**src/ndef_pkg.sv**
```systemverilog
// ----------------------------------------------------------------------------
// NDEF parser package
// Byte kind and status codes, header flag masks and field widths.
// ----------------------------------------------------------------------------
package ndef_pkg;

  localparam int unsigned LEN_W = 16;

  typedef enum logic [2:0] {
    KIND_FLAGS   = 3'd0,
    KIND_TLEN    = 3'd1,
    KIND_PLEN    = 3'd2,
    KIND_ILEN    = 3'd3,
    KIND_TYPE    = 3'd4,
    KIND_ID      = 3'd5,
    KIND_PAYLOAD = 3'd6,
    KIND_IGNORED = 3'd7
  } byte_kind_t;

  typedef enum logic [1:0] {
    ST_BUSY      = 2'd0,
    ST_COMPLETE  = 2'd1,
    ST_MALFORMED = 2'd2
  } status_t;

  localparam logic [7:0] FLAG_ME  = 8'h40;
  localparam logic [7:0] FLAG_SR  = 8'h10;
  localparam logic [7:0] FLAG_IL  = 8'h08;
  localparam logic [7:0] TNF_MASK = 8'h07;

endpackage

```
**src/ndef_message_parser.sv**
```systemverilog
// ----------------------------------------------------------------------------
// NDEF message parser
// Tags each byte of an NDEF message with its role and reports record headers.
// ----------------------------------------------------------------------------
// One result per input byte. A byte is taken in every cycle in which the
// output register is empty or being drained, and its result appears in the
// next cycle; the parse state advances once per byte, so the sustained
// rate is one byte per clock, limited only by out_tready. message_length must
// be written while the stream is idle; a byte with in_tuser set restarts the
// parse and counts as byte 0 of the message.
module ndef_message_parser (
  input  logic        clk,
  input  logic        rst_n,
  input  logic        cfg_wr_en,
  input  logic [15:0] cfg_wr_data,    // message_length
  input  logic        in_tvalid,
  output logic        in_tready,
  input  logic [7:0]  in_tdata,       // [7:0] data_byte
  input  logic [0:0]  in_tuser,       // [0] message_start
  output logic        out_tvalid,
  input  logic        out_tready,
  output logic [39:0] out_tdata,      // [1:0] status, [2] record_valid,
                                      // [5:3] record_tnf, [13:6] type_length,
                                      // [21:14] id_length,
                                      // [37:22] payload_length, [39:38] zero
  output logic [2:0]  out_tuser,      // [2:0] byte_kind
  output logic        out_tlast       // record_last_byte
);

  typedef enum logic [2:0] {
    PH_FLAGS = 3'd0,
    PH_TLEN  = 3'd1,
    PH_PLEN  = 3'd2,
    PH_ILEN  = 3'd3,
    PH_TYPE  = 3'd4,
    PH_ID    = 3'd5,
    PH_PAY   = 3'd6,
    PH_END   = 3'd7
  } phase_t;

  localparam int unsigned W = ndef_pkg::LEN_W;

  logic [W-1:0]  msg_len_r;
  phase_t        phase_r, phase_nxt, cur_phase;
  logic [W-1:0]  consumed_r, consumed_nxt, cur_consumed;
  logic [7:0]    flags_r, flags_nxt, cur_flags;
  logic [7:0]    tlen_r, tlen_nxt, cur_tlen;
  logic [7:0]    ilen_r, ilen_nxt, cur_ilen;
  logic [31:0]   plen_r, plen_nxt, cur_plen;
  logic [W-1:0]  cnt_r, cnt_nxt, cur_cnt;
  logic [1:0]    lidx_r, lidx_nxt, cur_lidx;
  ndef_pkg::status_t outcome_r, outcome_nxt, cur_outcome;

  logic          out_valid_r;
  logic [39:0]   out_data_r;
  logic [2:0]    out_kind_r;
  logic          out_last_r;

  ndef_pkg::byte_kind_t kind;
  logic          ended, do_validate, do_next, fits, valid, last, body, hdr_end;
  logic [1:0]    stage;
  logic [W-1:0]  rem, rem_m1, cnt_dec;
  logic [W+1:0]  hdr_sum;
  logic [15:0]   pay_out;
  logic          accept;

  assign in_tready = !out_valid_r || out_tready;
  assign accept    = in_tvalid && in_tready;

  always_comb begin
    if (in_tuser[0]) begin
      cur_phase    = PH_FLAGS;
      cur_consumed = '0;
      cur_flags    = '0;
      cur_tlen     = '0;
      cur_ilen     = '0;
      cur_plen     = '0;
      cur_cnt      = '0;
      cur_lidx     = '0;
      cur_outcome  = ndef_pkg::ST_BUSY;
    end else begin
      cur_phase    = phase_r;
      cur_consumed = consumed_r;
      cur_flags    = flags_r;
      cur_tlen     = tlen_r;
      cur_ilen     = ilen_r;
      cur_plen     = plen_r;
      cur_cnt      = cnt_r;
      cur_lidx     = lidx_r;
      cur_outcome  = outcome_r;
    end
  end

  always_comb begin
    phase_nxt    = cur_phase;
    consumed_nxt = cur_consumed;
    flags_nxt    = cur_flags;
    tlen_nxt     = cur_tlen;
    ilen_nxt     = cur_ilen;
    plen_nxt     = cur_plen;
    cnt_nxt      = cur_cnt;
    lidx_nxt     = cur_lidx;
    outcome_nxt  = cur_outcome;
    kind         = ndef_pkg::KIND_IGNORED;
    ended        = 1'b0;
    do_validate  = 1'b0;
    do_next      = 1'b0;
    stage        = 2'd0;
    hdr_end      = 1'b0;
    body         = 1'b0;
    valid        = 1'b0;
    last         = 1'b0;
    fits         = 1'b0;
    hdr_sum      = '0;
    rem          = msg_len_r - cur_consumed;
    rem_m1       = rem - W'(1);
    cnt_dec      = (cur_cnt != '0) ? cur_cnt - W'(1) : cur_cnt;

    if (cur_phase == PH_END || cur_consumed >= msg_len_r) begin
      ended = 1'b1;
      if (cur_phase != PH_END) begin
        outcome_nxt = (cur_phase == PH_FLAGS) ? ndef_pkg::ST_COMPLETE
                                              : ndef_pkg::ST_MALFORMED;
        phase_nxt   = PH_END;
      end
    end else begin
      consumed_nxt = cur_consumed + W'(1);
      unique case (cur_phase)
        PH_FLAGS: begin
          kind      = ndef_pkg::KIND_FLAGS;
          flags_nxt = in_tdata;
          tlen_nxt  = '0;
          ilen_nxt  = '0;
          plen_nxt  = '0;
          cnt_nxt   = '0;
          lidx_nxt  = '0;
          if (rem < W'(3)) begin
            outcome_nxt = ndef_pkg::ST_MALFORMED;
            phase_nxt   = PH_END;
          end else begin
            phase_nxt = PH_TLEN;
          end
        end
        PH_TLEN: begin
          kind      = ndef_pkg::KIND_TLEN;
          tlen_nxt  = in_tdata;
          plen_nxt  = '0;
          lidx_nxt  = '0;
          phase_nxt = PH_PLEN;
        end
        PH_PLEN: begin
          kind = ndef_pkg::KIND_PLEN;
          if ((cur_flags & ndef_pkg::FLAG_SR) != '0) begin
            plen_nxt = {24'd0, in_tdata};
            hdr_end  = 1'b1;
          end else if (cur_lidx == 2'd0 && rem < W'(4)) begin
            outcome_nxt = ndef_pkg::ST_MALFORMED;
            phase_nxt   = PH_END;
          end else begin
            plen_nxt = {cur_plen[23:0], in_tdata};
            if (cur_lidx == 2'd3) begin
              lidx_nxt = '0;
              hdr_end  = 1'b1;
            end else begin
              lidx_nxt = cur_lidx + 2'd1;
            end
          end
          if (hdr_end) begin
            if ((cur_flags & ndef_pkg::FLAG_IL) != '0) begin
              if (rem < W'(2)) begin
                outcome_nxt = ndef_pkg::ST_MALFORMED;
                phase_nxt   = PH_END;
              end else begin
                phase_nxt = PH_ILEN;
              end
            end else begin
              do_validate = 1'b1;
            end
          end
        end
        PH_ILEN: begin
          kind        = ndef_pkg::KIND_ILEN;
          ilen_nxt    = in_tdata;
          do_validate = 1'b1;
        end
        PH_TYPE, PH_ID, PH_PAY: begin
          unique case (cur_phase)
            PH_TYPE: begin
              kind  = ndef_pkg::KIND_TYPE;
              stage = 2'd1;
            end
            PH_ID: begin
              kind  = ndef_pkg::KIND_ID;
              stage = 2'd2;
            end
            default: begin
              kind  = ndef_pkg::KIND_PAYLOAD;
              stage = 2'd3;
            end
          endcase
          body    = 1'b1;
          cnt_nxt = cnt_dec;
          do_next = (cnt_dec == '0);
        end
        default: begin
          kind = ndef_pkg::KIND_IGNORED;
        end
      endcase

      // header check: type + id + payload must fit in what follows this byte
      hdr_sum = (W+2)'(tlen_nxt) + (W+2)'(ilen_nxt) + (W+2)'(plen_nxt[15:0]);
      fits    = (plen_nxt[31:16] == '0) && (hdr_sum <= (W+2)'(rem_m1));
      if (do_validate) begin
        if (fits) begin
          valid   = 1'b1;
          do_next = 1'b1;
          stage   = 2'd0;
        end else begin
          outcome_nxt = ndef_pkg::ST_MALFORMED;
          phase_nxt   = PH_END;
        end
      end

      if (do_next) begin
        if (stage == 2'd0 && tlen_nxt != '0) begin
          phase_nxt = PH_TYPE;
          cnt_nxt   = W'(tlen_nxt);
        end else if (stage <= 2'd1 && ilen_nxt != '0) begin
          phase_nxt = PH_ID;
          cnt_nxt   = W'(ilen_nxt);
        end else if (stage <= 2'd2 && plen_nxt != '0) begin
          phase_nxt = PH_PAY;
          cnt_nxt   = plen_nxt[W-1:0];
        end else begin
          last = 1'b1;
          if ((flags_nxt & ndef_pkg::FLAG_ME) != '0 || rem <= W'(1)) begin
            outcome_nxt = ndef_pkg::ST_COMPLETE;
            phase_nxt   = PH_END;
          end else begin
            phase_nxt = PH_FLAGS;
          end
        end
      end
    end

    pay_out = (valid || body) ? plen_nxt[15:0] : '0;
  end

  always_ff @(posedge clk) begin
    if (!rst_n) begin
      msg_len_r   <= '0;
      phase_r     <= PH_FLAGS;
      consumed_r  <= '0;
      flags_r     <= '0;
      tlen_r      <= '0;
      ilen_r      <= '0;
      plen_r      <= '0;
      cnt_r       <= '0;
      lidx_r      <= '0;
      outcome_r   <= ndef_pkg::ST_BUSY;
      out_valid_r <= 1'b0;
      out_data_r  <= '0;
      out_kind_r  <= '0;
      out_last_r  <= 1'b0;
    end else begin
      if (cfg_wr_en) begin
        msg_len_r <= cfg_wr_data;
      end
      if (accept) begin
        phase_r     <= phase_nxt;
        consumed_r  <= consumed_nxt;
        flags_r     <= flags_nxt;
        tlen_r      <= tlen_nxt;
        ilen_r      <= ilen_nxt;
        plen_r      <= plen_nxt;
        cnt_r       <= cnt_nxt;
        lidx_r      <= lidx_nxt;
        outcome_r   <= outcome_nxt;
        out_valid_r <= 1'b1;
        out_kind_r  <= kind;
        out_last_r  <= last && !ended;
        if (ended) begin
          out_data_r <= {38'd0, outcome_nxt};
        end else begin
          out_data_r <= {2'b00, pay_out, ilen_nxt, tlen_nxt,
                         flags_nxt[2:0] & ndef_pkg::TNF_MASK[2:0], valid, outcome_nxt};
        end
      end else if (out_tready) begin
        out_valid_r <= 1'b0;
      end
    end
  end

  assign out_tvalid = out_valid_r;
  assign out_tdata  = out_data_r;
  assign out_tuser  = out_kind_r;
  assign out_tlast  = out_last_r;

endmodule

```
**config.mk**
```make
export PLATFORM = sky130hd
export DESIGN_NAME = ndef_message_parser
export DESIGN_NICKNAME = d
export VERILOG_FILES = /design/src/ndef_pkg.sv /design/src/ndef_message_parser.sv
export SDC_FILE = /design/constraint.sdc
export NUM_CORES = 1
export LEC_CHECK = 0
export ABC_AREA = 1
export BUFFER_PORTS_ARGS = -buffer_cell sky130_fd_sc_hd__buf_4
export CAP_MARGIN = 0
export CORE_MARGIN = 2
export CORE_UTILIZATION = 39
export CTS_CLUSTER_DIAMETER = 100
export DETAILED_ROUTE_END_ITERATION = 8
export PLACE_DENSITY_LB_ADDON = 0.15
export SLEW_MARGIN = 20
export SYNTH_ARGS = -nofsm -noshare
export SYNTH_HDL_FRONTEND = slang
export SYNTH_SLANG_ARGS = --single-unit
```
**constraint.sdc**
```tcl
create_clock -name clk -period 11.9 [get_ports clk]
set_input_delay 3.57 -clock clk [delete_from_list [all_inputs] [get_ports clk]]
set_output_delay 3.57 -clock clk [all_outputs]
set_load 0.005 [all_outputs]
```
### After elaboration in Yosys (flattened, before gate mapping)

Index checks and enable logic that the tools add are counted.

* register bits after elaboration: 156
* input port bits: 30
* output and inout port bits: 46
* word-level logic and storage cells: 168

* $add $sub $neg: 7
* magnitude comparators: 8
* eq/ne operators: 9
* multiplexer cells: 105
* reductions and logical operators: 25

Operator list (number)
* $mux W16: 10
* $mux W32: 5
* $mux W8: 10
* $pmux W32 S2: 1
* $mux W2: 26
* $mux W3: 17
* $mux W38: 1
* $logic_not A16 Y1: 2
* $lt A16 B2 Y1 const B: 2
* $pmux W16 S2: 1
* $pmux W8 S2: 2
* $reduce_bool A32 Y1: 1
* $sub A16 B1 Y16 const B: 2
* $mux W1: 25
* $add A9 B16 Y17: 1
* $le A17 B16 Y1: 1
* $add A16 B1 Y16 const B: 1
* $ge A16 B16 Y1: 1
* $le A16 B1 Y1 const B: 1
* $lt A16 B3 Y1 const B: 1
* $pmux W2 S2: 4
* $reduce_bool A16 Y1: 1
* $reduce_bool A8 Y1: 2
* $sub A16 B16 Y16: 1
* 20 further kinds: 35

### Longest topological paths before layout

Gate-level depths: netlist (run 1).

* depth after elaboration: 22
* gate-level depth with buffers: 54
* depth with buffers taken out: 51

### Least setup slack after synthesis (run 1)

No wires, ideal clock.

* path kind: input to register
* from: input in_tuser
* to: register cnt_r[0]
* library setup time: 0.068 ns
* data arrival time: 10.480 ns
* data required time: 11.832 ns
* setup slack: 1.353 ns
* stages on the path: 51
* path buffers: 6
* cells stage by stage: inv_2 -> buf_2 -> buf_2 -> buf_1 -> clkbuf_1 -> buf_1 -> nand2_1 -> ha_1 -> nand2_1 -> nand2_1 -> inv_1 -> nand2_1 -> nand3_1 -> nand3_1 -> nand2_1 -> nand2_1 -> nor2_1 -> nand2_1 -> [15 not listed] -> nor2_4 -> xor2_1 -> ha_1 -> nand4_1 -> a41o_1 -> inv_1 -> o21ai_0 -> nand2_1 -> a21oi_1 -> a31o_2 -> nand3_2 -> nand2_4 -> buf_6 -> o21ai_1 -> inv_1 -> nand2_1 -> nand2_1 -> a21oi_2

* longest elaborated chain between the ends: 21
* elaborated cells between the ends (all ways): 76
* those cells by class: 5 x add/sub; 5 x order compare; 8 x eq/ne; 41 x mux; 17 x reduce/logical

RTL lines
* start: declaration: RTL line ndef_message_parser.sv:19 `input logic [0:0] in_tuser,`
* $mux W16: RTL line ndef_message_parser.sv:71 `if (in_tuser[0]) begin`
* $sub A16 B16 Y16: RTL line ndef_message_parser.sv:115 `rem = msg_len_r - cur_consumed;`
* $lt A16 B3 Y1: RTL line ndef_message_parser.sv:156 `end else if (cur_lidx == 2'd0 && rem < W'(4)) begin`
* $logic_and A1 B1 Y1: RTL line ndef_message_parser.sv:156
* $mux W32: RTL line ndef_message_parser.sv:156
* $mux W32: RTL line ndef_message_parser.sv:153 `if ((cur_flags & ndef_pkg::FLAG_SR) != '0) begin`
* $pmux W32 S2: RTL line ndef_message_parser.sv:128 `unique case (cur_phase)`
* $mux W32: RTL line ndef_message_parser.sv:119 `if (cur_phase == PH_END || cur_consumed >= msg_len_r) begin`
* [5 not listed]
* $mux W2: RTL line ndef_message_parser.sv:119
* $le A2 B2 Y1: RTL line ndef_message_parser.sv:231 `end else if (stage <= 2'd2 && plen_nxt != '0) begin`
* $logic_and A1 B1 Y1: RTL line ndef_message_parser.sv:231
* $mux W16: RTL line ndef_message_parser.sv:231
* $mux W16: RTL line ndef_message_parser.sv:228 `end else if (stage <= 2'd1 && ilen_nxt != '0) begin`
* $mux W16: RTL line ndef_message_parser.sv:225 `if (stage == 2'd0 && tlen_nxt != '0) begin`
* $mux W16: RTL line ndef_message_parser.sv:224 `if (do_next) begin`
* $mux W16 *: RTL line ndef_message_parser.sv:119
* end signal: assignment: RTL line ndef_message_parser.sv:276 `cnt_r <= cnt_nxt;`
* end: declaration: RTL line ndef_message_parser.sv:50 `logic [W-1:0] cnt_r, cnt_nxt, cur_cnt;`

Mark *: on every way between the ends. The rest lies on a longest branch, timed or not. The select of a mux whose other input is x is not followed.
A chain may end at the register's enable or synchronous reset.

### Worst setup path after layout (run 1)

* from: input in_tuser
* to: register cnt_r[14]

Same word-level chain as after synthesis.

==> flow_summary.json, run 1 <==
{
  "mostFrequentLayoutCells": "nand2_1 (542), inv_1 (262), nor2_1 (223)",
  "worst-slew-pin-transition_ps": 981,
  "mostFrequentLayoutCell": "nand2_1",
  "crit_type": "input pin to flip-flop",
  "cp-startpoint": "in_tuser",
  "rrSetupSlack_ps": 4340,
  "critical-path-top-cell-by-count": "nand2_1",
  "timing.critical_path.from_type": "input pin",
  "initial_core_util_pct": 39.9,
  "cts-htree-levels": 4,
  "holdCritPathClass": "flip-flop to flip-flop",
  "tritoncts.num_buffers": 17,
  "drt-pass1-iter-count": 6,
  "postCtsHoldBufs": 0,
  "grt_overflow_total": 0,
  "floorplan.io_pins": 76,
  "yosysSeqAreaShare_pct": 25.3,
  "finalCriticalPeriod_ps": 10700,
  "floorplan.die_area_mm2": 0.0319,
  "final_cell_count_without_fillers": 2411,
  "numClockSinks": 150,
  "report.final.slew_viol_count": 0,
  "tritoncts": "done",
  "hold_path_startpoint": "cnt_r[4]",
  "finalNetCount": 2097,
  "core-area_mm2": 0.0298,
  "power_density_mw_per_mm2": 126,
  "post-place-ws_ps": 846,
  "setup_total_negative_slack_ps": 0,
  "design_power_total_mw": 1.67,
  "max-clock-path-buffers": 2,
  "count_of_unique_library_cells_instantiated_by_yosys": 54,
  "max_cap_viol_count": 0,
  "row_count": 63,
  "first_global_vias": 11900,
  "detail_route.wl_per_cell_um": 16.8,
  "placed_cells_incl_taps": 2379,
  "crit_arrival_ps": 11010,
  "post-route-worst-setup-slack_ps": 1200,
  "die_height_um": 179,
  "asyncSetResetFlopFracSynth_pct": 0,
  "yosys_synthesis_warning_count": 0,
  "worstSkewPairLatency_ps": 450,
  "netlist_area_mm2": 0.0119,
  "setup_repair_after_global_routing_missed_its_margin": "no",
  "synth-edff-count": 0,
  "endpoints_failing_hold": 0,
  "synth_cells": 1984,
  "setup_viol": 0,
  "place.port_buffers": 73,
  "postCtsSetupBuffers": 0,
  "final.fill_count": 3273,
  "period_share_pct": 89.9,
  "path_clk_slew_ps": 70,
  "finalWeightedCongestion": 0.962,
  "post-route-drc-count": 0,
  "syn_avg_cell_area_um2": 5.99,
  "die-width_um": 179,
  "drt-total-wl_um": 40600,
  "status": "completed",
  "critPathSlowestCell": "fa_1",
  "gr-usage-all-layers_pct": 26.1,
  "vias_per_cell": 5.25,
  "cp_max_fo": 22,
  "synthToLayoutAreaGrowth_pct": 11.6,
  "antenna_cells_inserted": 0,
  "grt_antenna_before_repair": 0,
  "crit_path_end_kind": "flip-flop",
  "detailed_place_hpwl_um": 30000,
  "synth.ff_latch_count": 150,
  "cts_repair_resizes": 0,
  "grt_start_max_net_pins": 92,
  "worst_ep_required_time_ps": 12200,
  "detailedRoute.firstIterationViolations": 1061,
  "dominantRegCellSynth": "dfxtp_1",
  "ir_drop_uv": 114,
  "leakagePower_nw": 6.39,
  "clock_tree_root_buffer_cell": "clkbuf_16",
  "final_antenna_net_count": 0,
  "routed-via-count": 12700,
  "final_core_utilization_pct": 44.5,
  "max_stage_delay_ps": 460,
  "grt_pass1_wl_um": 64900,
  "slew_headroom_pct": 34.6,
  "max_clock_freq_ghz": 0.0934,
  "critical_path.reg2reg.startpoint": "consumed_r[0]",
  "layout-drive-gt1-share_pct": 8.91,
  "timing.clock.skew_ps": 12.6
}
## state kept, by name (all words and copies together), names as in the netlist, 6 cells and up
name / cells
out_tdata: 37
plen_r: 32
cnt_r: 16
consumed_r: 16
msg_len_r: 16
ilen_r: 8
tlen_r: 8
flags_r: 6
## where the power goes
group          switching, mW  total (mW)  internal (mW)
Sequential            0.0167       0.546          0.529
Combinational          0.391       0.561          0.170
Clock                  0.257       0.562          0.305
Total                  0.664        1.67           1.00
## final cells by class
type                       count  area (um2)  share of cell area [%]
clock buffer                  19         453                    3.42
multi-input combinational   1473        7460                    56.3
clock inverter                13         139                    1.05
sequential                   150        3000                    22.7
inverter                     278        1050                    7.89
tap                          390         488                    3.68
timing repair buffer          88         661                    4.98
## path summary, 6_finish.rpt
path	to	cells past startpoint
worst max register to register	cnt_r[14]	45
worst min register to register	cnt_r[4]	2
worst min-delay path	cnt_r[4]	2
worst max-delay path	cnt_r[14]	45
## cell families (layout without fill, tap and decap cells)
logic type / count (synthesis) / after routing / share of synthesized area, %
AOI/OAI and AO/OA: 349 / 349 / 15.8
other: 1 / 2 / 0.0316
buffers and inverters: 362 / 398 / 12.0
xor gates and xnor gates: 41 / 41 / 3.02
DFF: 150 / 150 / 25.3
and+or+nand+nor: 1022 / 1022 / 37.1
adders and majority gates: 59 / 59 / 6.85
## cell usage after synthesis (8+ instances only)
master,n,area share [%]
xor2_1,38,2.8
o21ai_0,87,3.7
clkbuf_1,54,1.7
ha_1,49,5.2
dfxtp_1,150,25
o21ai_1,12,0.51
nand2_1,543,17
nor4_1,12,0.63
nand2_2,13,0.68
nand3_1,140,5.9
buf_1,8,0.25
a21oi_1,201,8.5
inv_2,9,0.28
fa_1,10,1.7
nor2_1,223,7.0
inv_1,263,8.3
nand4_1,27,1.4
buf_2,13,0.55
o22ai_1,17,0.90
nor3_1,28,1.2
## metal layers
layer	routed length, um	part of all wire [%]	vias up	GRT usage, %
met1	18100	45	5858	33.6
met2	19100	47	309	44.1
met3	2060	5.1	73	3.77
met5	0	0	-	0
li1	-	-	6415	-
met4	1350	3.3	0	9.79
## worst max-delay path: cells and delay by family
| kind | cells | cell delay (ps) |
|---|---|---|
| AOI/OAI and AO/OA | 11 | 1820 |
| xor gates and xnor gates | 1 | 170 |
| adders and majority gates | 5 | 1740 |
| buffers and inverters | 4 | 610 |
| and+or+nand+nor | 24 | 3030 |
## metrics by stage
step | hold WS, ps | area (um2)
2_1_floorplan | 435 | 11900
5_1_grt | 480 | 13300
3_5_place_dp | 455 | 12700
3_3_place_gp | 452 | 12700
4_1_cts | 466 | 13300
6_report | 463 | 13300
Power figures use the tool's default switching activity.
==> inputs of run 2 (changes only) <==
BUFFER_PORTS_ARGS = default   (was -buffer_cell sky130_fd_sc_hd__buf_4)
DONT_BUFFER_PORTS = 1   (was default)
GPL_ROUTABILITY_DRIVEN = 0   (was default)
==> flow_summary.json, run 2 (synthesis results as in run 1) <==
{
  "worstSkewPairLatency_ps": 460,
  "crit_path_end_kind": "flip-flop",
  "die_height_um": 179,
  "largest_register_ff_count": 37,
  "grt_overflow_total": 0,
  "max-clock-path-buffers": 2,
  "final_antenna_net_count": 0,
  "hold_path_startpoint": "plen_r[16]",
  "critical-path-top-cell-by-count": "nand2_1",
  "postCtsSetupBuffers": 0,
  "post-route-drc-count": 0,
  "layout-drive-gt1-share_pct": 5.19,
  "drt-total-wl_um": 39100,
  "finalCriticalPeriod_ps": 10690,
  "report.final.slew_viol_count": 0,
  "numClockSinks": 150,
  "floorplan.die_area_mm2": 0.0319,
  "detail_route.wl_per_cell_um": 16.7,
  "period_share_pct": 89.9,
  "cts_repair_resizes": 0,
  "crit_type": "input pin to flip-flop",
  "core-area_mm2": 0.0298,
  "holdCritPathClass": "flip-flop to flip-flop",
  "first_global_vias": 12100,
  "tritoncts": "done",
  "clock_tree_root_buffer_cell": "clkbuf_16",
  "path_clk_slew_ps": 70,
  "timing.hold.ws_ps": 464,
  "routed-via-count": 12500,
  "grt_pass1_wl_um": 63700,
  "critPathSlowestCell": "inv_2",
  "worst-slew-pin-transition_ps": 910,
  "gr-usage-all-layers_pct": 25.6,
  "setup_viol": 0,
  "detailedRoute.firstIterationViolations": 1131,
  "place.port_buffers": 0,
  "max_stage_delay_ps": 490,
  "tritoncts.num_buffers": 17,
  "timing.critical_path.from_type": "input pin",
  "power_density_mw_per_mm2": 132,
  "setup_repair_after_global_routing_missed_its_margin": "no",
  "initial_core_util_pct": 39.9,
  "ir_drop_uv": 105,
  "antenna_cells_inserted": 0,
  "grt_antenna_before_repair": 0,
  "mostFrequentLayoutCell": "nand2_1",
  "timing.clock.skew_ps": 20.0,
  "drt-pass1-iter-count": 6,
  "die-width_um": 179,
  "crit_arrival_ps": 11080,
  "worst_ep_required_time_ps": 12290,
  "cts-htree-levels": 4,
  "cp_max_fo": 31,
  "floorplan.io_pins": 76,
  "crit_buf_inv": 2,
  "critical-path-top-delay-family": "simple AND/OR/NAND/NOR gates",
  "endpoints_failing_hold": 0,
  "critical_path.reg2reg.startpoint": "consumed_r[0]",
  "max_cap_viol_count": 0,
  "setup_total_negative_slack_ps": 0,
  "slew_headroom_pct": 39.4,
  "leakagePower_nw": 6.02,
  "detailed_place_hpwl_um": 29000,
  "cp-startpoint": "in_tuser",
  "grt_start_max_net_pins": 85,
  "synthToLayoutAreaGrowth_pct": 7.12,
  "mostFrequentLayoutCells": "nand2_1 (542), inv_1 (262), nor2_1 (223)",
  "postCtsHoldBufs": 0,
  "status": "completed",
  "row_count": 63,
  "vias_per_cell": 5.34,
  "finalNetCount": 2022,
  "max_clock_freq_ghz": 0.0935
}
-- run 2: final timing paths --
| path | end | slack [ps] | cells after the start |
|---|---|---|---|
| setup / recovery | out_tdata[26] | 1210 | 40 |
| hold reg to reg | plen_r[16] | 460 | 2 |
| setup reg to reg | out_tdata[26] | 4390 | 42 |
| hold / removal | plen_r[16] | 460 | 2 |
-- run 2: area by class of cell --
cell class | instances | area [um2]
sequential | 150 | 3000
clock inverter | 10 | 169
multi-input combinational | 1473 | 7460
tap | 390 | 488
clock buffer | 22 | 454
timing repair buffer | 13 | 97.6
fill | 3257 | 17100
inverter | 278 | 1050
-- run 2: routing by layer --
layer	share of wire [%]	global-route usage [%]	vias to the layer above	wire, um
li1	-	-	6259	-
met1	44	32.2	5729	17100
met2	46	42.4	398	18000
met3	6.4	4.99	91	2490
met4	3.9	11.3	0	1540
met5	0	0	-	0
-- run 2: worst register-to-register path, delay by kind of cell (launching register included) --
kind | cells | cell delay (ps)
fa+ha+maj | 5 | 1740
simple gates | 21 | 2710
xor+xnor | 1 | 170
buf+inv | 4 | 400
flops | 1 | 310
compound gates | 11 | 2130
-- run 2: stage by stage --
step	area (um2)	power (mW)	setup WS [ps]	cells	utilization (%)
after CTS	12700	1.69	1340	2336	42.7
after global placement	12100	1.09	1060	2304	40.6
after floorplan	11900	0.964	1350	1985	-
final	12700	1.68	1210	2336	42.7
after global routing	12700	1.79	367	2336	42.7
after detailed placement	12100	1.09	843	2304	40.6
-- run 2: where the power goes --
group / switching (mW) / leakage (nW) / total (mW) / internal, mW
sequential: 0.0173 / 1.22 / 0.547 / 0.529
clock: 0.237 / 0.297 / 0.595 / 0.359
combinational: 0.382 / 4.50 / 0.540 / 0.158
==> inputs of run 3 (changes only) <==
ABC_AREA = default   (was 1)
PLACE_DENSITY_LB_ADDON = default   (was 0.15)
==> flow_summary.json, run 3 <==
{
  "status": "completed",
  "dominantRegCellSynth": "dfxtp_1",
  "synthMuxAreaShare_pct": 2.47,
  "crit_arrival_ps": 11820,
  "yosysSeqAreaShare_pct": 27.3,
  "report.final.slew_viol_count": 0,
  "placed_cells_incl_taps": 1766,
  "ys_top_cells_by_area": "dfxtp_1 (27%), nand2_1 (5.9%), ha_1 (5.6%)",
  "synth_most_common_cell": "nand2_1",
  "floorplan.io_pins": 76,
  "first_global_vias": 10000,
  "largest_register_ff_count": 37,
  "holdCritPathClass": "flip-flop to flip-flop",
  "numClockSinks": 150,
  "tritoncts": "done",
  "worstSkewPairLatency_ps": 450,
  "routed-via-count": 10700,
  "cp-startpoint": "in_tuser",
  "finalCriticalPeriod_ps": 11470,
  "period_share_pct": 96.4,
  "post_route_standard_cell_area_excluding_fillers_mm2": 0.0121,
  "vias_per_cell": 5.96,
  "asyncSetResetFlopFracSynth_pct": 0,
  "yosys.area.top_type_share_pct": 27.3,
  "yosys_synthesis_warning_count": 0,
  "grt_start_max_net_pins": 140,
  "power_density_mw_per_mm2": 119,
  "hold_path_startpoint": "tlen_r[3]",
  "crit_type": "input pin to flip-flop",
  "core-area_mm2": 0.0278,
  "synthToLayoutAreaGrowth_pct": 9.97,
  "detailedRoute.firstIterationViolations": 1063,
  "r2r.worst_path.cells": 39,
  "synthAdderAreaFrac_pct": 7.39,
  "detailed_place_hpwl_um": 26000,
  "detail_route.wl_per_cell_um": 19.9,
  "synthXorXnorAreaFrac_pct": 3.98,
  "final_antenna_net_count": 0,
  "synth_cells": 1447,
  "grt_overflow_total": 0,
  "initial_core_util_pct": 39.6,
  "gr-usage-all-layers_pct": 24.5,
  "final_cell_count_without_fillers": 1800,
  "worst_hold_path.num_cells": 2,
  "critPathSlowestCell": "fa_1",
  "grt_pass1_wl_um": 56300,
  "synth-simple-area-share_pct": 25.7,
  "timing.critical_path.from_type": "input pin",
  "ir_drop_uv": 84.2,
  "synth.ff_latch_count": 150,
  "netlist.top_cell.by_area": "dfxtp_1",
  "drt-total-wl_um": 35900,
  "crit_path_end_kind": "flip-flop",
  "post-route-drc-count": 0,
  "worst_ep_required_time_ps": 12250,
  "max_stage_delay_ps": 530,
  "critical_path.reg2reg.startpoint": "consumed_r[0]",
  "synth_compound_area_share_pct": 27.7,
  "finalNetCount": 1498,
  "floorplan.die_area_mm2": 0.0296,
  "antenna_cells_inserted": 0,
  "endpoints_failing_hold": 0,
  "grt_antenna_before_repair": 1,
  "placed_cell_area_mm2": 0.0115,
  "die_height_um": 172,
  "layout-drive-gt1-share_pct": 8.30,
  "post-route-worst-setup-slack_ps": 434,
  "die-width_um": 172,
  "tritoncts.num_buffers": 17,
  "design_power_total_mw": 1.44,
  "max_clock_freq_ghz": 0.0872,
  "cp_max_fo": 62,
  "syn_avg_cell_area_um2": 7.60,
  "mostFrequentLayoutCell": "nand2_1",
  "main_combinational_cell_family_by_area_after_synthesis": "compound AO/OA/AOI/OAI gates",
  "timing.clock.skew_ps": 15.9,
  "synth_common_cells": "nand2_1 (172), dfxtp_1 (150), nor2_1 (108), a21oi_1 (92), o21ai_0 (79)",
  "drt-pass1-iter-count": 6,
  "post-place-ws_ps": -78.5,
  "worst-slew-pin-transition_ps": 865,
  "rr_endpoint": "cnt_r[8]",
  "setup_viol": 0,
  "synth-edff-count": 0,
  "rrSetupSlack_ps": 3170,
  "place.port_buffers": 0,
  "max_cap_viol_count": 0,
  "count_of_unique_library_cells_instantiated_by_yosys": 88,
  "timing.hold.worst_endpoint": "tlen_r[3]",
  "slew_headroom_pct": 42.1,
  "row_count": 61,
  "leakagePower_nw": 4.53,
  "cts-htree-levels": 4,
  "max-clock-path-buffers": 2,
  "clock_tree_root_buffer_cell": "clkbuf_16",
  "netlist_area_mm2": 0.0110,
  "path_clk_slew_ps": 70,
  "mostFrequentLayoutCells": "nand2_1 (170), dfxtp_1 (150), nor2_1 (105)"
}
run 3: metrics by stage:
step	setup TNS [ps]	utilization, %	hold WS, ps
after floorplan	-207	-	451
after detailed placement	-93.5	41.3	470
final	0	43.6	477
after global placement	0	41.3	463
after global routing	-131	43.6	501
after CTS	0	43.4	480
run 3: cell families (layout without fill, tap and decap cells):
logic type,after synthesis,count (layout)
AND/OR/NAND/NOR,564,564
buffers and inverters,151,125
AO/OA/AOI/OAI,445,445
flip-flops,150,150
other,1,2
multiplexers,27,27
adder cells (fa/ha/maj),59,59
XOR/XNOR,50,50
run 3: critical path: cells and delay by family:
family	cells	cell delay, ps
AO/OA/AOI/OAI	18	3450
XOR/XNOR	1	160
adder cells (fa/ha/maj)	5	1700
buffers and inverters	5	610
multiplexers	1	340
AND/OR/NAND/NOR	9	1920
run 3: area by class of cell:
class                      count  area, um2
clock inverter                15        165
timing repair buffer          36        270
tap                          378        473
fill                        2846      15700
inverter                      57        214
multi-input combinational   1147       7550
clock buffer                  17        425
sequential                   150       3000
run 3: routing by layer:
metal	up-vias	GRT usage, %	share of wire [%]
met5	-	0	0
met1	5052	31.2	43
met3	102	5.38	7.5
li1	5166	-	-
met2	414	39.0	45
met4	0	12.4	4.3
run 3: how the worst max path moves through the flow:
stage	end	slack, ps
after floorplan	cnt_r[6]	-90
after global placement	out_tlast	190
after detailed placement	out_tlast	-80
after CTS	out_tlast	380
after global routing	cnt_r[8]	-70
final	cnt_r[8]	430
run 3: power breakdown:
part	switching (mW)	total, mW	leakage [nW]	internal, mW
registers	0.0129	0.526	1.21	0.513
clock network	0.250	0.563	0.290	0.313
logic	0.223	0.346	3.03	0.122
run 3: repair_timing:
action / in CTS / in global routing
hold buffers: 0 / 0
hold endpoints to repair: 0 / 0
buffers inserted: 0 / 2
endpoints found under the setup margin: 0 / 35
gates resized for setup: 0 / 3
